## config.mk

```make
export PLATFORM = sky130hd
export DESIGN_NAME = arp_cache_resolver
export DESIGN_NICKNAME = d
export VERILOG_FILES = /design/src/arc_pkg.sv /design/src/arp_cache_resolver.sv
export SDC_FILE = /design/constraint.sdc
export NUM_CORES = 2
export LEC_CHECK = 0
export ABC_AREA = 0
export BUFFER_PORTS_ARGS = -buffer_cell sky130_fd_sc_hd__buf_2
export CORE_ASPECT_RATIO = 0.7
export CORE_MARGIN = 3
export CORE_UTILIZATION = 55
export DETAILED_ROUTE_END_ITERATION = 6
export GPL_ROUTABILITY_DRIVEN = 0
export PLACE_DENSITY = 0.82
export SLEW_MARGIN = 20
export SYNTH_ARGS = -nofsm -noshare
export SYNTH_HDL_FRONTEND = slang
export SYNTH_SLANG_ARGS = --single-unit
```

## constraint.sdc

```tcl
create_clock -name clk -period 14.2 [get_ports clk]
set_clock_uncertainty 0.05 [all_clocks]
set_input_delay 0.71 -clock clk [delete_from_list [all_inputs] [get_ports clk]]
set_output_delay 0.71 -clock clk [all_outputs]
set_load 0.01 [all_outputs]
```

## src/arc_pkg.sv

```systemverilog
// ---------------------------------------------------------------------------
// arc_pkg: shared types and constants of the ARP cache resolver
// Field widths, stream packing widths, action codes and ARP header values.
// ---------------------------------------------------------------------------
`default_nettype none

package arc_pkg;

  localparam int IP_W   = 32;
  localparam int MAC_W  = 48;
  localparam int TIME_W = 32;
  localparam int ACT_W  = 3;

  // Input stream: op in tuser, the rest packed in tdata (200 bits, 25 bytes).
  localparam int IN_USER_W = 1;
  localparam int IN_DATA_W = 200;
  // Output stream: action in tuser, peer_ip and peer_mac in tdata (80 bits).
  localparam int OUT_USER_W = ACT_W;
  localparam int OUT_DATA_W = 80;

  localparam int CFG_IDX_W  = 2;
  localparam int CFG_DATA_W = 48;

  // Configuration register indexes
  localparam logic [CFG_IDX_W-1:0] REG_OWN_IP      = 2'd0;
  localparam logic [CFG_IDX_W-1:0] REG_OWN_MAC     = 2'd1;
  localparam logic [CFG_IDX_W-1:0] REG_GATEWAY_IP  = 2'd2;
  localparam logic [CFG_IDX_W-1:0] REG_SUBNET_MASK = 2'd3;

  localparam logic [IP_W-1:0] SUBNET_MASK_RST = 32'hFFFF_FF00;

  // Result actions
  localparam logic [ACT_W-1:0] ACT_IGNORED = 3'd0;
  localparam logic [ACT_W-1:0] ACT_LEARNED = 3'd1;
  localparam logic [ACT_W-1:0] ACT_REPLY   = 3'd2;
  localparam logic [ACT_W-1:0] ACT_SEND    = 3'd3;
  localparam logic [ACT_W-1:0] ACT_REQUEST = 3'd4;
  localparam logic [ACT_W-1:0] ACT_MCAST   = 3'd5;
  localparam logic [ACT_W-1:0] ACT_NOGW    = 3'd6;

  // Request kinds carried in in_tuser
  localparam logic OP_RX = 1'b0;
  localparam logic OP_TX = 1'b1;

  // ARP header values accepted on receive
  localparam logic [15:0] ARP_HW_ETHERNET = 16'h0001;
  localparam logic [15:0] ARP_PROTO_IPV4  = 16'h0800;
  localparam logic [7:0]  ARP_PLEN_IPV4   = 8'h04;
  localparam logic [15:0] ARP_OP_REQUEST  = 16'h0001;
  localparam logic [15:0] ARP_OP_REPLY    = 16'h0002;

  localparam logic [IP_W-1:0]  IP_BROADCAST  = 32'hFFFF_FFFF;
  localparam logic [3:0]       IP_MCAST_TOP  = 4'hE;
  localparam logic [MAC_W-1:0] MAC_BROADCAST = 48'hFFFF_FFFF_FFFF;

  typedef struct packed {
    logic [IP_W-1:0]   ip;
    logic [MAC_W-1:0]  mac;
    logic [TIME_W-1:0] stamp;
  } arc_entry_t;

endpackage

`default_nettype wire

```

## src/arp_cache_resolver.sv

```systemverilog
// ---------------------------------------------------------------------------
// arp_cache_resolver: IPv4 ARP cache with next-hop resolution
// Learns senders of ARP requests and replies, answers requests, and resolves
// transmit destinations to MAC addresses through a table in one memory.
// ---------------------------------------------------------------------------
// One request is handled at a time. Requests that need no table access
// (rejected ARP packets, broadcast, multicast, no gateway) go straight from idle to done.
// A lookup or a learn scans the table memory one entry per cycle at
// one registered read port, and stops early when an entry matches. A new
// request is taken while the previous result still waits in the output
// register. Reset clears the per-entry valid bits; an entry that was never
// written reads as all zero (empty).
`default_nettype none

module arp_cache_resolver #(
  parameter int TABLE_ENTRIES = 16
) (
  input  wire logic                              clk,
  input  wire logic                              rst_n,
  // in_tdata: hw_type[15:0], proto_type[31:16], proto_len[39:32],
  // arp_opcode[55:40], sender_ip[87:56], sender_mac[135:88],
  // target_ip[167:136], now[199:168]
  input  wire logic [arc_pkg::IN_DATA_W-1:0]     in_tdata,
  // in_tuser: op[0]
  input  wire logic [arc_pkg::IN_USER_W-1:0]     in_tuser,
  input  wire logic                              in_tvalid,
  output logic                                   in_tready,
  // out_tdata: peer_ip[31:0], peer_mac[79:32]
  output logic [arc_pkg::OUT_DATA_W-1:0]         out_tdata,
  // out_tuser: action[2:0]
  output logic [arc_pkg::OUT_USER_W-1:0]         out_tuser,
  output logic                                   out_tvalid,
  input  wire logic                              out_tready,
  input  wire logic                              cfg_valid,
  output logic                                   cfg_ready,
  input  wire logic [arc_pkg::CFG_IDX_W-1:0]     cfg_index,
  input  wire logic [arc_pkg::CFG_DATA_W-1:0]    cfg_data
);
  import arc_pkg::*;

  localparam int IDX_W = (TABLE_ENTRIES > 1) ? $clog2(TABLE_ENTRIES) : 1;
  localparam int CNT_W = $clog2(TABLE_ENTRIES + 1);
  localparam logic [CNT_W-1:0] CNT_END  = CNT_W'(TABLE_ENTRIES);
  localparam logic [IDX_W-1:0] IDX_LAST = IDX_W'(TABLE_ENTRIES - 1);

  localparam logic [1:0] ST_IDLE  = 2'd0;
  localparam logic [1:0] ST_SCAN  = 2'd1;
  localparam logic [1:0] ST_WRITE = 2'd2;
  localparam logic [1:0] ST_DONE  = 2'd3;

  // Configuration registers
  logic [IP_W-1:0]  own_ip_r;
  logic [MAC_W-1:0] own_mac_r;
  logic [IP_W-1:0]  gateway_ip_r;
  logic [IP_W-1:0]  subnet_mask_r;

  // Control
  logic [1:0]       state_r, state_nxt;
  logic             learn_r;
  logic [CNT_W-1:0] rd_cnt_r;
  logic             rd_vld_r;
  logic [IDX_W-1:0] chk_idx_r;
  logic [IDX_W-1:0] victim_r;
  logic [TIME_W-1:0] held_r;
  logic [IDX_W-1:0] wr_idx_r;
  logic [TABLE_ENTRIES-1:0] valid_r;

  // Request and pending result
  logic [IP_W-1:0]   key_ip_r;
  logic [MAC_W-1:0]  key_mac_r;
  logic [TIME_W-1:0] now_r;
  logic [ACT_W-1:0]  res_act_r;
  logic [IP_W-1:0]   res_ip_r;
  logic [MAC_W-1:0]  res_mac_r;

  // Output register
  logic              out_valid_r;
  logic [ACT_W-1:0]  out_act_r;
  logic [IP_W-1:0]   out_ip_r;
  logic [MAC_W-1:0]  out_mac_r;

  // Table memory
  arc_entry_t mem [TABLE_ENTRIES];
  arc_entry_t rd_data_r;
  arc_entry_t ent;
  logic       rd_issue;
  logic       mem_we;

  // Input field unpacking
  logic             f_op;
  logic [15:0]      f_hw_type;
  logic [15:0]      f_proto_type;
  logic [7:0]       f_proto_len;
  logic [15:0]      f_opcode;
  logic [IP_W-1:0]  f_sender_ip;
  logic [MAC_W-1:0] f_sender_mac;
  logic [IP_W-1:0]  f_target_ip;
  logic [TIME_W-1:0] f_now;

  assign f_op         = in_tuser[0];
  assign f_hw_type    = in_tdata[15:0];
  assign f_proto_type = in_tdata[31:16];
  assign f_proto_len  = in_tdata[39:32];
  assign f_opcode     = in_tdata[55:40];
  assign f_sender_ip  = in_tdata[87:56];
  assign f_sender_mac = in_tdata[135:88];
  assign f_target_ip  = in_tdata[167:136];
  assign f_now        = in_tdata[199:168];

  logic in_acc;
  assign in_tready = (state_r == ST_IDLE);
  assign in_acc    = in_tvalid && in_tready;
  assign cfg_ready = 1'b1;

  // Configuration writes
  always_ff @(posedge clk) begin
    if (!rst_n) begin
      own_ip_r      <= '0;
      own_mac_r     <= '0;
      gateway_ip_r  <= '0;
      subnet_mask_r <= SUBNET_MASK_RST;
    end else if (cfg_valid) begin
      unique case (cfg_index)
        REG_OWN_IP:      own_ip_r      <= cfg_data[IP_W-1:0];
        REG_OWN_MAC:     own_mac_r     <= cfg_data;
        REG_GATEWAY_IP:  gateway_ip_r  <= cfg_data[IP_W-1:0];
        REG_SUBNET_MASK: subnet_mask_r <= cfg_data[IP_W-1:0];
        default: ;
      endcase
    end
  end

  // Classification of an arriving request
  logic             arp_ok;
  logic             on_link;
  logic             cls_scan;
  logic             cls_learn;
  logic [ACT_W-1:0] cls_act;
  logic [IP_W-1:0]  cls_ip;
  logic [MAC_W-1:0] cls_mac;
  logic [IP_W-1:0]  cls_key;

  always_comb begin
    arp_ok = (f_hw_type == ARP_HW_ETHERNET) && (f_proto_type == ARP_PROTO_IPV4) &&
             (f_proto_len == ARP_PLEN_IPV4) && (f_target_ip == own_ip_r);
    on_link = ((f_target_ip ^ own_ip_r) & subnet_mask_r) == '0;
    cls_scan  = 1'b0;
    cls_learn = 1'b0;
    cls_act   = ACT_IGNORED;
    cls_ip    = '0;
    cls_mac   = '0;
    cls_key   = f_target_ip;
    if (f_op == OP_RX) begin
      cls_key = f_sender_ip;
      if (arp_ok && (f_opcode == ARP_OP_REQUEST || f_opcode == ARP_OP_REPLY)) begin
        cls_scan  = 1'b1;
        cls_learn = 1'b1;
        cls_act   = (f_opcode == ARP_OP_REQUEST) ? ACT_REPLY : ACT_LEARNED;
        cls_ip    = f_sender_ip;
        cls_mac   = f_sender_mac;
      end
    end else if (f_target_ip == IP_BROADCAST) begin
      cls_act = ACT_SEND;
      cls_ip  = f_target_ip;
      cls_mac = MAC_BROADCAST;
    end else if (f_target_ip[IP_W-1 -: 4] == IP_MCAST_TOP) begin
      cls_act = ACT_MCAST;
    end else if (on_link) begin
      cls_scan = 1'b1;
    end else if (gateway_ip_r == '0) begin
      cls_act = ACT_NOGW;
      cls_ip  = f_target_ip;
    end else begin
      cls_scan = 1'b1;
      cls_key  = gateway_ip_r;
    end
  end

  // Returned entry and scan decisions
  logic              ent_hit;
  logic              scan_last;
  logic              take_victim;
  logic [IDX_W-1:0]  victim_nxt;
  logic [TIME_W-1:0] held_nxt;

  always_comb begin
    ent = valid_r[chk_idx_r] ? rd_data_r : '0;
    ent_hit = (ent.ip == key_ip_r) || (learn_r && ent.ip == '0);
    scan_last = (chk_idx_r == IDX_LAST);
    // Running minimum over time stamps; a held time of zero is always replaced.
    take_victim = (held_r == '0) || (held_r > ent.stamp);
    victim_nxt  = take_victim ? chk_idx_r : victim_r;
    held_nxt    = take_victim ? ent.stamp : held_r;
  end

  assign rd_issue = (state_r == ST_SCAN) && (rd_cnt_r < CNT_END);
  assign mem_we   = (state_r == ST_WRITE);

  always_comb begin
    state_nxt = state_r;
    unique case (state_r)
      ST_IDLE: begin
        if (in_acc) state_nxt = cls_scan ? ST_SCAN : ST_DONE;
      end
      ST_SCAN: begin
        if (rd_vld_r) begin
          if (ent_hit) state_nxt = learn_r ? ST_WRITE : ST_DONE;
          else if (scan_last) state_nxt = learn_r ? ST_WRITE : ST_DONE;
        end
      end
      ST_WRITE: state_nxt = ST_DONE;
      ST_DONE: begin
        if (!out_valid_r || out_tready) state_nxt = ST_IDLE;
      end
      default: state_nxt = ST_IDLE;
    endcase
  end

  always_ff @(posedge clk) begin
    if (!rst_n) begin
      state_r  <= ST_IDLE;
      rd_cnt_r <= '0;
      rd_vld_r <= 1'b0;
      valid_r  <= '0;
    end else begin
      state_r  <= state_nxt;
      rd_vld_r <= rd_issue;
      if (in_acc) rd_cnt_r <= '0;
      else if (rd_issue) rd_cnt_r <= rd_cnt_r + CNT_W'(1);
      if (mem_we) valid_r[wr_idx_r] <= 1'b1;
    end
  end

  // Table memory: one write port, one registered read port
  always_ff @(posedge clk) begin
    if (mem_we) mem[wr_idx_r] <= '{ip: key_ip_r, mac: key_mac_r, stamp: now_r};
    if (rd_issue) rd_data_r <= mem[rd_cnt_r[IDX_W-1:0]];
  end

  // Request payload and scan bookkeeping
  always_ff @(posedge clk) begin
    if (rd_issue) chk_idx_r <= rd_cnt_r[IDX_W-1:0];
    if (in_acc) begin
      learn_r   <= cls_learn;
      key_ip_r  <= cls_key;
      key_mac_r <= f_sender_mac;
      now_r     <= f_now;
      res_act_r <= cls_act;
      res_ip_r  <= cls_ip;
      res_mac_r <= cls_mac;
      victim_r  <= '0;
      held_r    <= '0;
    end else if (state_r == ST_SCAN && rd_vld_r) begin
      if (ent_hit) begin
        wr_idx_r <= chk_idx_r;
        if (!learn_r) begin
          res_act_r <= ACT_SEND;
          res_ip_r  <= key_ip_r;
          res_mac_r <= ent.mac;
        end
      end else begin
        victim_r <= victim_nxt;
        held_r   <= held_nxt;
        if (scan_last) begin
          wr_idx_r <= victim_nxt;
          if (!learn_r) begin
            res_act_r <= ACT_REQUEST;
            res_ip_r  <= key_ip_r;
            res_mac_r <= '0;
          end
        end
      end
    end
  end

  // Output register
  logic out_load;
  assign out_load = (state_r == ST_DONE) && (!out_valid_r || out_tready);

  always_ff @(posedge clk) begin
    if (!rst_n) begin
      out_valid_r <= 1'b0;
    end else if (out_load) begin
      out_valid_r <= 1'b1;
    end else if (out_tready) begin
      out_valid_r <= 1'b0;
    end
  end

  always_ff @(posedge clk) begin
    if (out_load) begin
      out_act_r <= res_act_r;
      out_ip_r  <= res_ip_r;
      out_mac_r <= res_mac_r;
    end
  end

  assign out_tvalid = out_valid_r;
  assign out_tuser  = out_act_r;
  assign out_tdata  = {out_mac_r, out_ip_r};

`ifndef ASSERT_OFF
  // A written entry must be valid from the next cycle on.
  a_write_sets_valid: assert property (@(posedge clk) disable iff (!rst_n)
    (state_r == ST_WRITE) |=> valid_r[$past(wr_idx_r)])
    else $error("table write did not mark the entry valid");

  // No read data may still be in flight when a new request can be taken.
  a_idle_no_read: assert property (@(posedge clk) disable iff (!rst_n)
    (state_r == ST_IDLE) |-> !rd_vld_r)
    else $error("stale table read in idle");

  // The read counter never runs past the table.
  a_cnt_bound: assert property (@(posedge clk) disable iff (!rst_n)
    rd_cnt_r <= CNT_END)
    else $error("table read counter overran");

  // A dropped multicast carries no peer addresses.
  a_mcast_zero: assert property (@(posedge clk) disable iff (!rst_n)
    (out_tvalid && out_tuser == ACT_MCAST) |-> (out_tdata == '0))
    else $error("multicast drop with nonzero peer fields");
`endif

endmodule

`default_nettype wire

```

==> flow_summary.toml <==
[run_status]
violations = "design-rule violations"
status = "finished with violations"

[logic_synthesis]
syn_area_per_cell_um2 = 20.4
synth-edff-count = 2191
yosys.area_share.xor_xnor = 0.00507
synth_top_family_by_area = "multiplexers"
yosysTopAreaCell = "edfxtp_1"
ys_ff_latch = 2348
yosysMostFrequentCell = "edfxtp_1"
syn_area_um2 = 89800
synth.top_cell.area_share = 0.732
async_flop_share = 0
dominantRegCellSynth = "edfxtp_1"
yosysSeqAreaShare = 0.767
muxShareOfSynthArea = 0.147
yosys_warnings = 0
yosys.area_share.adder = 0.00515
synthDistinctLibCells = 66
synth_compound_area_frac = 0.0297
synthTopCellsByCount = "2191 x edfxtp_1, 560 x mux4_2, 341 x nand2_1"
synth_area_leaders = "edfxtp_1 73%, mux4_2 14%, dfxtp_1 3.5%, nand2_1 1.4%, nor2_1 0.65%"
synthSimpleGateAreaFrac = 0.0352
syn-instance-count = 4404
synth_fp_nets = 4697

[clock_tree]
clock_latency_ps = 840
h-tree-depth = 4
cts-root-buf = "clkbuf_16"
cts_tree = "built"
clock-sinks = 2348
cts_buffer_depth = 3
cts_made_buffers = 198
post_cts_buffers = 0
path_clk_slew_ps = 70

[run]
max_cap_violations = 0

[die]
die_w_um = 489
die_h_um = 344
rows = 123
num_io_pins = 342
start_util = 0.556
die-area_um2 = 168000
coreArea_um2 = 161000

[drt]
drtPass1Iterations = 7
vias_per_cell = 6.88
drc = 16
via_count = 49100
avgRoutedWirePerCell_um = 34.1
antenna_left = 0
wl_um = 244000
drt-initial-drc-count = 7646

[cells_and_area]
nNetsFinal = 5131
layout-drive-gt1-share = 0.264
fin_util = 0.625
area_growth_pct = 12.3

[grt]
grt_pass1_vias = 49800
grt_pass1_wl_um = 348000
busiest_layer = "met2"
met1_usage = 0.385
grt_max_degree = 152
antenna_found_initial = 25
met2_usage = 0.454
gr-total-overflow = 0
grt_usage = 0.290
use_met3 = 0.0766

[timing]
fmax_ghz = 0.153
setup_ws_ps = 7650
maxSlewHeadroom = 0.245
worst_pin_slew_ps = 1130
rsz0062_at_grt = "false"
setup_tns_ps = 0
period_needed_ps = 6550
report.final.slew_viol_count = 0
setup_viol_count_final = 0
final-hold-violation-count = 0
post-route-period-util = 0.462

[pwr]
ir_worst_vdd_mv = 0.122
p_leak_nw = 31.8
pwr_density_cell_nw_per_um2 = 160
p_total_mw = 16.1

[setup_path]
cpPeakStageDelay_ps = 930
critical_path.cell_chain = "mux2i_1, o32ai_1, o21a_1, or2_2, nand2_1, ha_1, nand4_1, nor2_1, nand3_1, nor4_1, a211oi_1, o22a_1, or3_2, or2_2, a21oi_1"
cp-endpoint = "held_r[17]$_SDFFE_PP0P_"
crit_path_end_kind = "flop"
startpoint = "chk_idx_r[2]$_DFFE_PP_"
worstPathMaxFanout = 63
r2r-end = "held_r[17]$_SDFFE_PP0P_"
cp-start-kind = "flop"
critPathSlowestCell = "or3_2"
worstPathArrival_ps = 7240
critPathMostFrequentCell = "or2_2"
reg2reg_from = "chk_idx_r[2]$_DFFE_PP_"
reg2reg_depth = 15
crit_type = "reg -> reg"
crit_required_ps = 14890
r2r_setup_slack_ps = 7650

[place]
dp_slack_ps = 7890
place_hpwl_um = 122000
io_buffers = 324

[hold_path]
min_path_type = "in -> reg"
worstHoldStart = "in_tdata[172]"
==> state kept, by name (all words and copies together), names as in the netlist, 2 cells and up <==
signal	flops
wr_idx_r	4
own_ip_r	32
held_r	32
out_mac_r	48
gateway_ip_r	32
key_ip_r	32
now_r	32
subnet_mask_r	32
res_ip_r	32
victim_r	4
mem	1792
out_tuser	3
valid_r	16
out_ip_r	32
res_act_r	3
state_r	2
res_mac_r	48
rd_data_r	112
rd_cnt_r	5
chk_idx_r	4
key_mac_r	48
==> per-layer routing <==
metal,share of wire,up-vias
li1,-,18900
met1,0.34,24900
met2,0.48,4342
met3,0.13,886
met4,0.049,20
met5,0.00048,-
==> cell usage in the layout, fill, tap and decap left out, types with 19 or more instances in the layout <==
master	netlist	routed
clkinv_2	0	31
buf_2	5	323
a22oi_1	20	20
clkinv_1	0	46
buf_4	4	92
edfxtp_1	2191	2191
xor2_1	35	35
nor4_1	36	34
dfxtp_1	157	153
dlygate4sd3_1	0	39
nand4_1	30	30
clkbuf_1	153	47
mux2i_1	46	46
nor2_1	155	141
a21boi_0	73	73
o21a_1	20	20
o21ai_0	65	63
a221oi_1	33	33
mux4_2	560	560
nand3_1	40	40
clkbuf_16	0	201
nand2_1	341	340
a21oi_1	115	114
or2_2	19	19
ha_1	37	37
==> metrics by stage <==
step                      instance area (um^2)  hold WS [ps]  std cells
after global placement                   94200           352       6718
after global routing                    101000          19.2       7132
final                                   101000          53.7       7134
after detailed placement                 94200           355       6718
after floorplan                          89800           350       4404
after CTS                               101000          1.63       7115
==> what timing repair did <==
action / in CTS / in global routing
resized for setup: 0 / 0
hold buffers: 39 / 0
hold endpoints to repair: 39 / 0
==> power breakdown <==
group          internal [mW]  switching, mW
logic                  0.871           1.24
registers               8.27          0.433
clock network           2.81           2.52
total                   12.0           4.19
==> area by class of cell <==
| cell class | instances | area (um^2) |
|---|---|---|
| clock inverters | 110 | 948 |
| diodes | 13 | 32.5 |
| clock buffers | 248 | 5210 |
| fillers | 10200 | 60600 |
| flip-flops and latches | 2348 | 69000 |
| inverters | 7 | 33.8 |
| well taps | 2125 | 2660 |
| repair buffers | 465 | 2930 |
| multi-input cells | 1818 | 20100 |
==> worst min path at each step <==
stage / slack [ps] / depth (start not counted) / to
after global placement: 350 / 0 / out_ip_r[8]$_DFFE_PP_
after detailed placement: 360 / 0 / out_mac_r[1]$_DFFE_PP_
after floorplan: 350 / 0 / out_ip_r[0]$_DFFE_PP_
after CTS: 2 / 1 / key_mac_r[4]$_DFFE_PP_
final: 50 / 1 / now_r[4]$_DFFE_PP_
after global routing: 20 / 1 / key_mac_r[40]$_DFFE_PP_
==> cells by family after synthesis <==
| kind of cell | after synthesis |
|---|---|
| simple gates | 710 |
| buf+inv | 238 |
| xor+xnor | 52 |
| flops | 2348 |
| fa+ha+maj | 37 |
| mux | 614 |
| other cells | 1 |
| compound gates | 404 |
==> critical path, delay by kind of cell, from the launching register on <==
kind,cells,cell delay [ps]
compound gates,5,1840
fa+ha+maj,1,360
flops,1,720
mux,1,200
simple gates,8,3220
No activity file was read; power rests on OpenSTA's default activity.
